`config.mk`:
```
export PLATFORM = sky130hd
export DESIGN_NAME = sdc_front
export DESIGN_NICKNAME = d
export VERILOG_FILES = /design/src/hdl/sdc_pkg.sv /design/src/hdl/sdc_front.sv
export SDC_FILE = /design/constraint.sdc
export NUM_CORES = 1
export LEC_CHECK = 0
export BUFFER_PORTS_ARGS = -buffer_cell sky130_fd_sc_hd__buf_4
export CAP_MARGIN = 5
export CORE_MARGIN = 10
export CORE_UTILIZATION = 48
export DETAILED_ROUTE_END_ITERATION = 6
export GPL_TIMING_DRIVEN = 0
export PLACE_DENSITY = 0.77
export SLEW_MARGIN = 15
export SYNTH_ARGS = -nofsm -noshare
export SYNTH_HDL_FRONTEND = slang
export SYNTH_SLANG_ARGS = --single-unit
```
`constraint.sdc`:
```
create_clock -name clk -period 3.6 [get_ports clk]
set_input_delay 1.08 -clock clk [delete_from_list [all_inputs] [get_ports clk]]
set_output_delay 1.08 -clock clk [all_outputs]
set_load 0.01 [all_outputs]
```
`src/hdl/sdc_pkg.sv`:
```
// Shared constants and types for the segment deframer/checker.
// No dependencies; used by the channel interfaces and all modules.
package sdc_pkg;

  localparam int HEADER_BYTES    = 24;
  localparam int LENGTH_OFFSET   = 16;
  localparam int CHECKSUM_OFFSET = 22;
  localparam int MAX_PAYLOAD     = 1024;

  localparam int BYTE_W = 8;
  localparam int IDX_W  = 11;
  localparam int LEN_W  = 16;
  localparam int SUM_W  = 16;

  localparam int CNT_MIN_W = $clog2(HEADER_BYTES + MAX_PAYLOAD + 1);
  localparam int CNT_W     = (CNT_MIN_W > IDX_W) ? CNT_MIN_W : IDX_W;
  localparam int TOT_W     = ((CNT_W > LEN_W) ? CNT_W : LEN_W) + 1;

  localparam int QUEUE_DEPTH = 2;
  localparam int QPTR_W      = (QUEUE_DEPTH > 1) ? $clog2(QUEUE_DEPTH) : 1;
  localparam int QCNT_W      = $clog2(QUEUE_DEPTH + 1);

  localparam logic [BYTE_W-1:0] CH_BANG = 8'h21;
  localparam logic [BYTE_W-1:0] CH_AMP  = 8'h26;
  localparam logic [BYTE_W-1:0] CH_HASH = 8'h23;
  localparam logic [SUM_W-1:0]  MASK16  = 16'hffff;

  typedef enum logic [1:0] {
    KIND_HEADER  = 2'd0,
    KIND_PAYLOAD = 2'd1,
    KIND_STATUS  = 2'd2
  } kind_t;

  typedef enum logic [1:0] {
    ST_GOOD       = 2'd0,
    ST_BAD_SUM    = 2'd1,
    ST_OVER_LIMIT = 2'd2
  } status_t;

  // One classified transaction handed from front to back.
  typedef struct packed {
    kind_t              kind;
    logic [BYTE_W-1:0]  data;
    logic [BYTE_W-1:0]  sum_data;    // byte as seen by the checksum
    logic [CNT_W-1:0]   pos;
    logic               finish;      // last summed byte of the segment
    logic               over_limit;
    logic [LEN_W-1:0]   length;
    logic [SUM_W-1:0]   stored_sum;
  } q_entry_t;

endpackage

```
`src/hdl/sdc_front.sv`:
```
// Framing front end: start/end pair hunt, header field capture, byte classing.
// Depends on sdc_pkg; pushes q_entry_t transactions into sdc_queue.
module sdc_front (
  input  logic                       clk,
  input  logic                       rst_n,
  input  logic                       in_fire,
  input  logic [sdc_pkg::BYTE_W-1:0] in_byte,
  output logic                       push,
  output sdc_pkg::q_entry_t          entry
);

  typedef enum logic [2:0] {
    PH_HUNT0,
    PH_HUNT1,
    PH_HEADER,
    PH_PAYLOAD,
    PH_END0,
    PH_END1
  } phase_t;

  phase_t                      phase_r, phase_nxt;
  logic [sdc_pkg::CNT_W-1:0]   count_r, count_nxt;
  logic [sdc_pkg::LEN_W-1:0]   len_r, len_nxt;
  logic [sdc_pkg::SUM_W-1:0]   chk_r, chk_nxt;
  logic [sdc_pkg::CNT_W-1:0]   count_inc;
  logic [sdc_pkg::TOT_W-1:0]   seg_end;
  logic                        len_over;

  assign count_inc = count_r + sdc_pkg::CNT_W'(1);
  assign seg_end   = sdc_pkg::TOT_W'(sdc_pkg::HEADER_BYTES) + sdc_pkg::TOT_W'(len_r);

  always_comb begin
    phase_nxt = phase_r;
    count_nxt = count_r;
    len_nxt   = len_r;
    chk_nxt   = chk_r;
    len_over  = 1'b0;
    push      = 1'b0;
    entry     = '0;
    entry.pos = count_r;
    if (in_fire) begin
      unique case (phase_r)
        PH_HUNT0: begin
          if (in_byte == sdc_pkg::CH_BANG) phase_nxt = PH_HUNT1;
        end
        PH_HUNT1: begin
          if (in_byte == sdc_pkg::CH_AMP) begin
            phase_nxt = PH_HEADER;
            count_nxt = '0;
            len_nxt   = '0;
            chk_nxt   = '0;
          end else if (in_byte != sdc_pkg::CH_BANG) begin
            phase_nxt = PH_HUNT0;
          end
        end
        PH_HEADER: begin
          entry.kind     = sdc_pkg::KIND_HEADER;
          entry.data     = in_byte;
          entry.sum_data = in_byte;
          if (count_r == sdc_pkg::CNT_W'(sdc_pkg::LENGTH_OFFSET))
            len_nxt[7:0] = in_byte;
          if (count_r == sdc_pkg::CNT_W'(sdc_pkg::LENGTH_OFFSET + 1))
            len_nxt[15:8] = in_byte;
          if (count_r == sdc_pkg::CNT_W'(sdc_pkg::CHECKSUM_OFFSET)) begin
            chk_nxt[7:0]   = in_byte;
            entry.sum_data = '0;
          end
          if (count_r == sdc_pkg::CNT_W'(sdc_pkg::CHECKSUM_OFFSET + 1)) begin
            chk_nxt[15:8]  = in_byte;
            entry.sum_data = '0;
          end
          push      = 1'b1;
          count_nxt = count_inc;
          len_over  = (sdc_pkg::TOT_W'(len_nxt) > sdc_pkg::TOT_W'(sdc_pkg::MAX_PAYLOAD));
          if (count_r == sdc_pkg::CNT_W'(sdc_pkg::HEADER_BYTES - 1)) begin
            if (len_over || (len_nxt == '0)) begin
              phase_nxt = PH_END0;
              // over-limit segments never close the sum; status ignores it
              entry.finish = !len_over;
            end else begin
              phase_nxt = PH_PAYLOAD;
            end
          end
        end
        PH_PAYLOAD: begin
          entry.kind     = sdc_pkg::KIND_PAYLOAD;
          entry.data     = in_byte;
          entry.sum_data = in_byte;
          push           = 1'b1;
          count_nxt      = count_inc;
          if (sdc_pkg::TOT_W'(count_inc) >= seg_end) begin
            entry.finish = 1'b1;
            phase_nxt    = PH_END0;
          end
        end
        PH_END0: begin
          if (in_byte == sdc_pkg::CH_BANG) phase_nxt = PH_END1;
        end
        PH_END1: begin
          if (in_byte == sdc_pkg::CH_HASH) begin
            entry.kind       = sdc_pkg::KIND_STATUS;
            entry.over_limit = (sdc_pkg::TOT_W'(len_r) > sdc_pkg::TOT_W'(sdc_pkg::MAX_PAYLOAD));
            entry.length     = len_r;
            entry.stored_sum = chk_r;
            push             = 1'b1;
            phase_nxt        = PH_HUNT0;
          end else if (in_byte != sdc_pkg::CH_BANG) begin
            phase_nxt = PH_END0;
          end
        end
        default: phase_nxt = PH_HUNT0;
      endcase
    end
  end

  always_ff @(posedge clk) begin
    if (!rst_n) begin
      phase_r <= PH_HUNT0;
      count_r <= '0;
      len_r   <= '0;
      chk_r   <= '0;
    end else begin
      phase_r <= phase_nxt;
      count_r <= count_nxt;
      len_r   <= len_nxt;
      chk_r   <= chk_nxt;
    end
  end

endmodule

```
==> run_results.csv <==
group,metric,value,unit
critical_path,required,2520,ps
sta,finalHoldViolations,0,
sta,rsz0062_at_grt,"true",
clock_network,htree_levels,2,
global_route,grt_max_degree,15,
sta,fmax,0.261,GHz
sta,hold_slack,535,ps
critical_path,crit_slowest_cell,"dfxtp_4",
sta,finalMaxSlewViolations,0,
critical_path,crit_fanout,4,
clock_network,cts.clk_slew.worst_paths,90,ps
layout,area_growth,42.5,%
layout,seqCellArea,938,um2
layout,final_nets,544,
critical_path,crit_path_frequent_cell,"and3_4",
floorplan,ios,75,
layout,layout_commonest_cell,"buf_4",
logic_synthesis,ys_warn_count,0,
placed_design,pre_cts_ws,-736,ps
min_path,hold_class,"register to register",
logic_synthesis,synth_top_family_by_area,"simple AND/OR/NAND/NOR gates",
critical_path,critPathKind,"register to primary output",
logic_synthesis,async_reset_ff_frac,0,
power,powerDensity,202,nW/um2
sta,tightest_slew,597,ps
logic_synthesis,synth_area,3370,um2
placed_design,dp_cells,580,
global_route,grt-ovfl-total,0,
drt,first_pass_iters,6,
logic_synthesis,synth_compound_area_frac,0.154,
placed_design,place.detailed.hpwl,7.71,mm
drt,drtIter0Drc,231,
logic_synthesis,synth_fp_nets,440,
logic_synthesis,synth.area.mux_share,0.0609,
floorplan,die_h,104,um
logic_synthesis,synthAdderAreaFrac,0.0631,
critical_path,cp-start-kind,"register",
logic_synthesis,synth-simple-area-share,0.363,
placed_design,port_buffers,72,
global_route,antenna_found_initial,0,
floorplan,die-area,10800,um2
layout,stdcell_area,4800,um2
floorplan,dieWidth,104,um
drt,wl_per_cell,18.9,um
drt,vias_per_cell,5.73,
logic_synthesis,synth_enable_flop_cells,0,
drt,num_vias,3513,
logic_synthesis,postSynthCellCount,412,
drt,ant_nets,0,
logic_synthesis,synth_xor_area_frac,0.0416,
drt,drt-total-wl,11.6,mm
layout,utilization,0.707,
flow_run,cap_violations,0,
clock_network,worstSkewPairLatency,310,ps
floorplan,initial_core_util,0.496,
clock_network,cts_sinks,46,
logic_synthesis,synth_area_per_cell,8.18,um2
logic_synthesis,ys_ff_latch,46,
layout,multi_input_area,2530,um2
sta,post-route-period-util,1.06,
clock_network,hold_buffers,0,
clock_network,numCtsBuffers,5,
placed_design,place_congestion,0.870,
clock_network,cts_root_buffer,"clkbuf_8",
layout,mostFrequentLayoutCells,"buf_4, nor2b_1, dfxtp_1",
sta,relSlewSlack,0.602,
layout,nFillCells,485,
global_route,grt_pass1_vias,3534,
sta,setup_viol,35,
clock_network,cts_tree,"built",
logic_synthesis,synth_ff_type,"dfxtp_1",
global_route,grt_first_pass_wirelength,17.9,mm
sta,clock_skew,5.51,ps
power,p_leak,2.06,nW
placed_design,placed_area,4040,um2
critical_path,crit_path_max_incr_delay,380,ps
sta,period_minus_slack,3830,ps
floorplan,rows,30,
logic_synthesis,seq_area_frac_synth,0.273,
global_route,track_usage,0.198,
floorplan,core_area,6790,um2
drt,route.detailed.drc,0,
layout,insertedDiodeCount,0,
layout,drive_gt1_frac,0.364,
run_status,violations,"negative setup slack",
logic_synthesis,ys_types,56,
critical_path,arrival,2750,ps
power,vdd_drop_max,0.000185,V
clock_network,clockBufferDepth,2,
critical_path,endpoint_kind,"primary output",
critical_path,cp_cell_sequence,"and3_4, and3_4, and3_4, and3_4, xor2_2, ha_1, nand4_1, o31ai_4, nand3_2, o22ai_2, buf_6",
run_status,status,"finished with violations",
sta,setup_slack,-233,ps
layout,stdcell_count,613,
Yosys cell counts (3+ instances only):
cell type,number,area share
a211oi_1,3,0.0067
a21boi_0,5,0.011
a21oi_1,9,0.013
a22oi_1,20,0.045
and2_1,52,0.096
and3_1,14,0.026
buf_4,4,0.0089
clkbuf_1,16,0.018
dfxtp_1,46,0.27
ha_1,17,0.063
inv_1,9,0.010
mux2i_1,19,0.056
nand2_1,24,0.027
nand2b_1,4,0.0074
nand3_1,7,0.010
nand4_1,10,0.019
nor2_1,26,0.029
nor2b_1,39,0.072
nor3_1,8,0.012
nor3b_1,3,0.0067
nor4_1,4,0.0074
o21ai_0,17,0.025
o31a_1,3,0.0078
xnor2_1,4,0.010
xor2_1,12,0.031
layout make-up:
| cell class | count | area share |
|---|---|---|
| plain buffers | 21 | 0.0279 |
| inverters | 9 | 0.00703 |
| clock inverters | 2 | 0.00781 |
| flip-flops and latches | 46 | 0.195 |
| repair buffers | 100 | 0.196 |
| well taps | 96 | 0.0250 |
| multi-input cells | 333 | 0.526 |
| clock buffers | 6 | 0.0151 |
logic make-up (layout without fill, tap and decap cells):
| group | Yosys count | count (layout) |
|---|---|---|
| simple gates | 206 | 206 |
| compound gates | 74 | 74 |
| flops | 46 | 46 |
| buf+inv | 33 | 138 |
| mux | 20 | 20 |
| fa+ha+maj | 17 | 17 |
| xor+xnor | 16 | 16 |
routing by layer:
metal  global-route usage  vias to the layer above  share of wire
li1                     -                     1654              -
met1                0.232                     1675           0.39
met2                0.343                      158           0.50
met3               0.0496                       26          0.081
met4               0.0686                        0          0.020
met5                    0                        -              0
through the flow:
| stage | TNS (ps) | total power [W] |
|---|---|---|
| floorplan | 0 | 0.000541 |
| CTS | -3470 | 0.000956 |
| global placement | -21260 | 0.000566 |
| finish | -3680 | 0.000969 |
| global route | -7450 | 0.000987 |
| detailed placement | -22760 | 0.000565 |
where the power goes:
group          internal (W)  leakage, nW  switching, W
clock network      0.000208       0.0514      0.000198
registers          0.000506        0.375  0.0000000475
logic             0.0000252         1.63     0.0000317
worst max-delay path: cells and delay by family, from the launching register on:
kind                     cells  cell delay, ps
AND/OR/NAND/NOR              6            1010
AO/OA/AOI/OAI                2             480
flip-flops                   1             380
adder cells (fa/ha/maj)      1             310
XOR/XNOR                     1             150
buffers and inverters        1             130
final timing paths:
path | startpoint | end | slack, ps | cells past startpoint
setup / recovery | count_r[0]$_SDFFE_PN0P_ | entry[33] | -230 | 11
hold / removal | chk_r[14]$_SDFFE_PN0P_ | chk_r[14]$_SDFFE_PN0P_ | 540 | 2
hold reg to reg | chk_r[14]$_SDFFE_PN0P_ | chk_r[14]$_SDFFE_PN0P_ | 540 | 2
setup reg to reg | count_r[1]$_SDFFE_PN0P_ | phase_r[2]$_SDFFE_PN0P_ | 890 | 13
timing repair:
item                                   in CTS  in global routing
buffers inserted                           17                  8
setup endpoints to repair                  44                 44
resized for setup                          91                 36
pin swaps                                  31                 12
gates cloned                                2                  1
endpoints found under the hold margin       0                  0
state kept, by name, summed over array words and instances, names as in the netlist:
register and flops:
chk_r 16, len_r 16, count_r 11, phase_r 3
No activity file was read; power rests on OpenSTA's default activity.
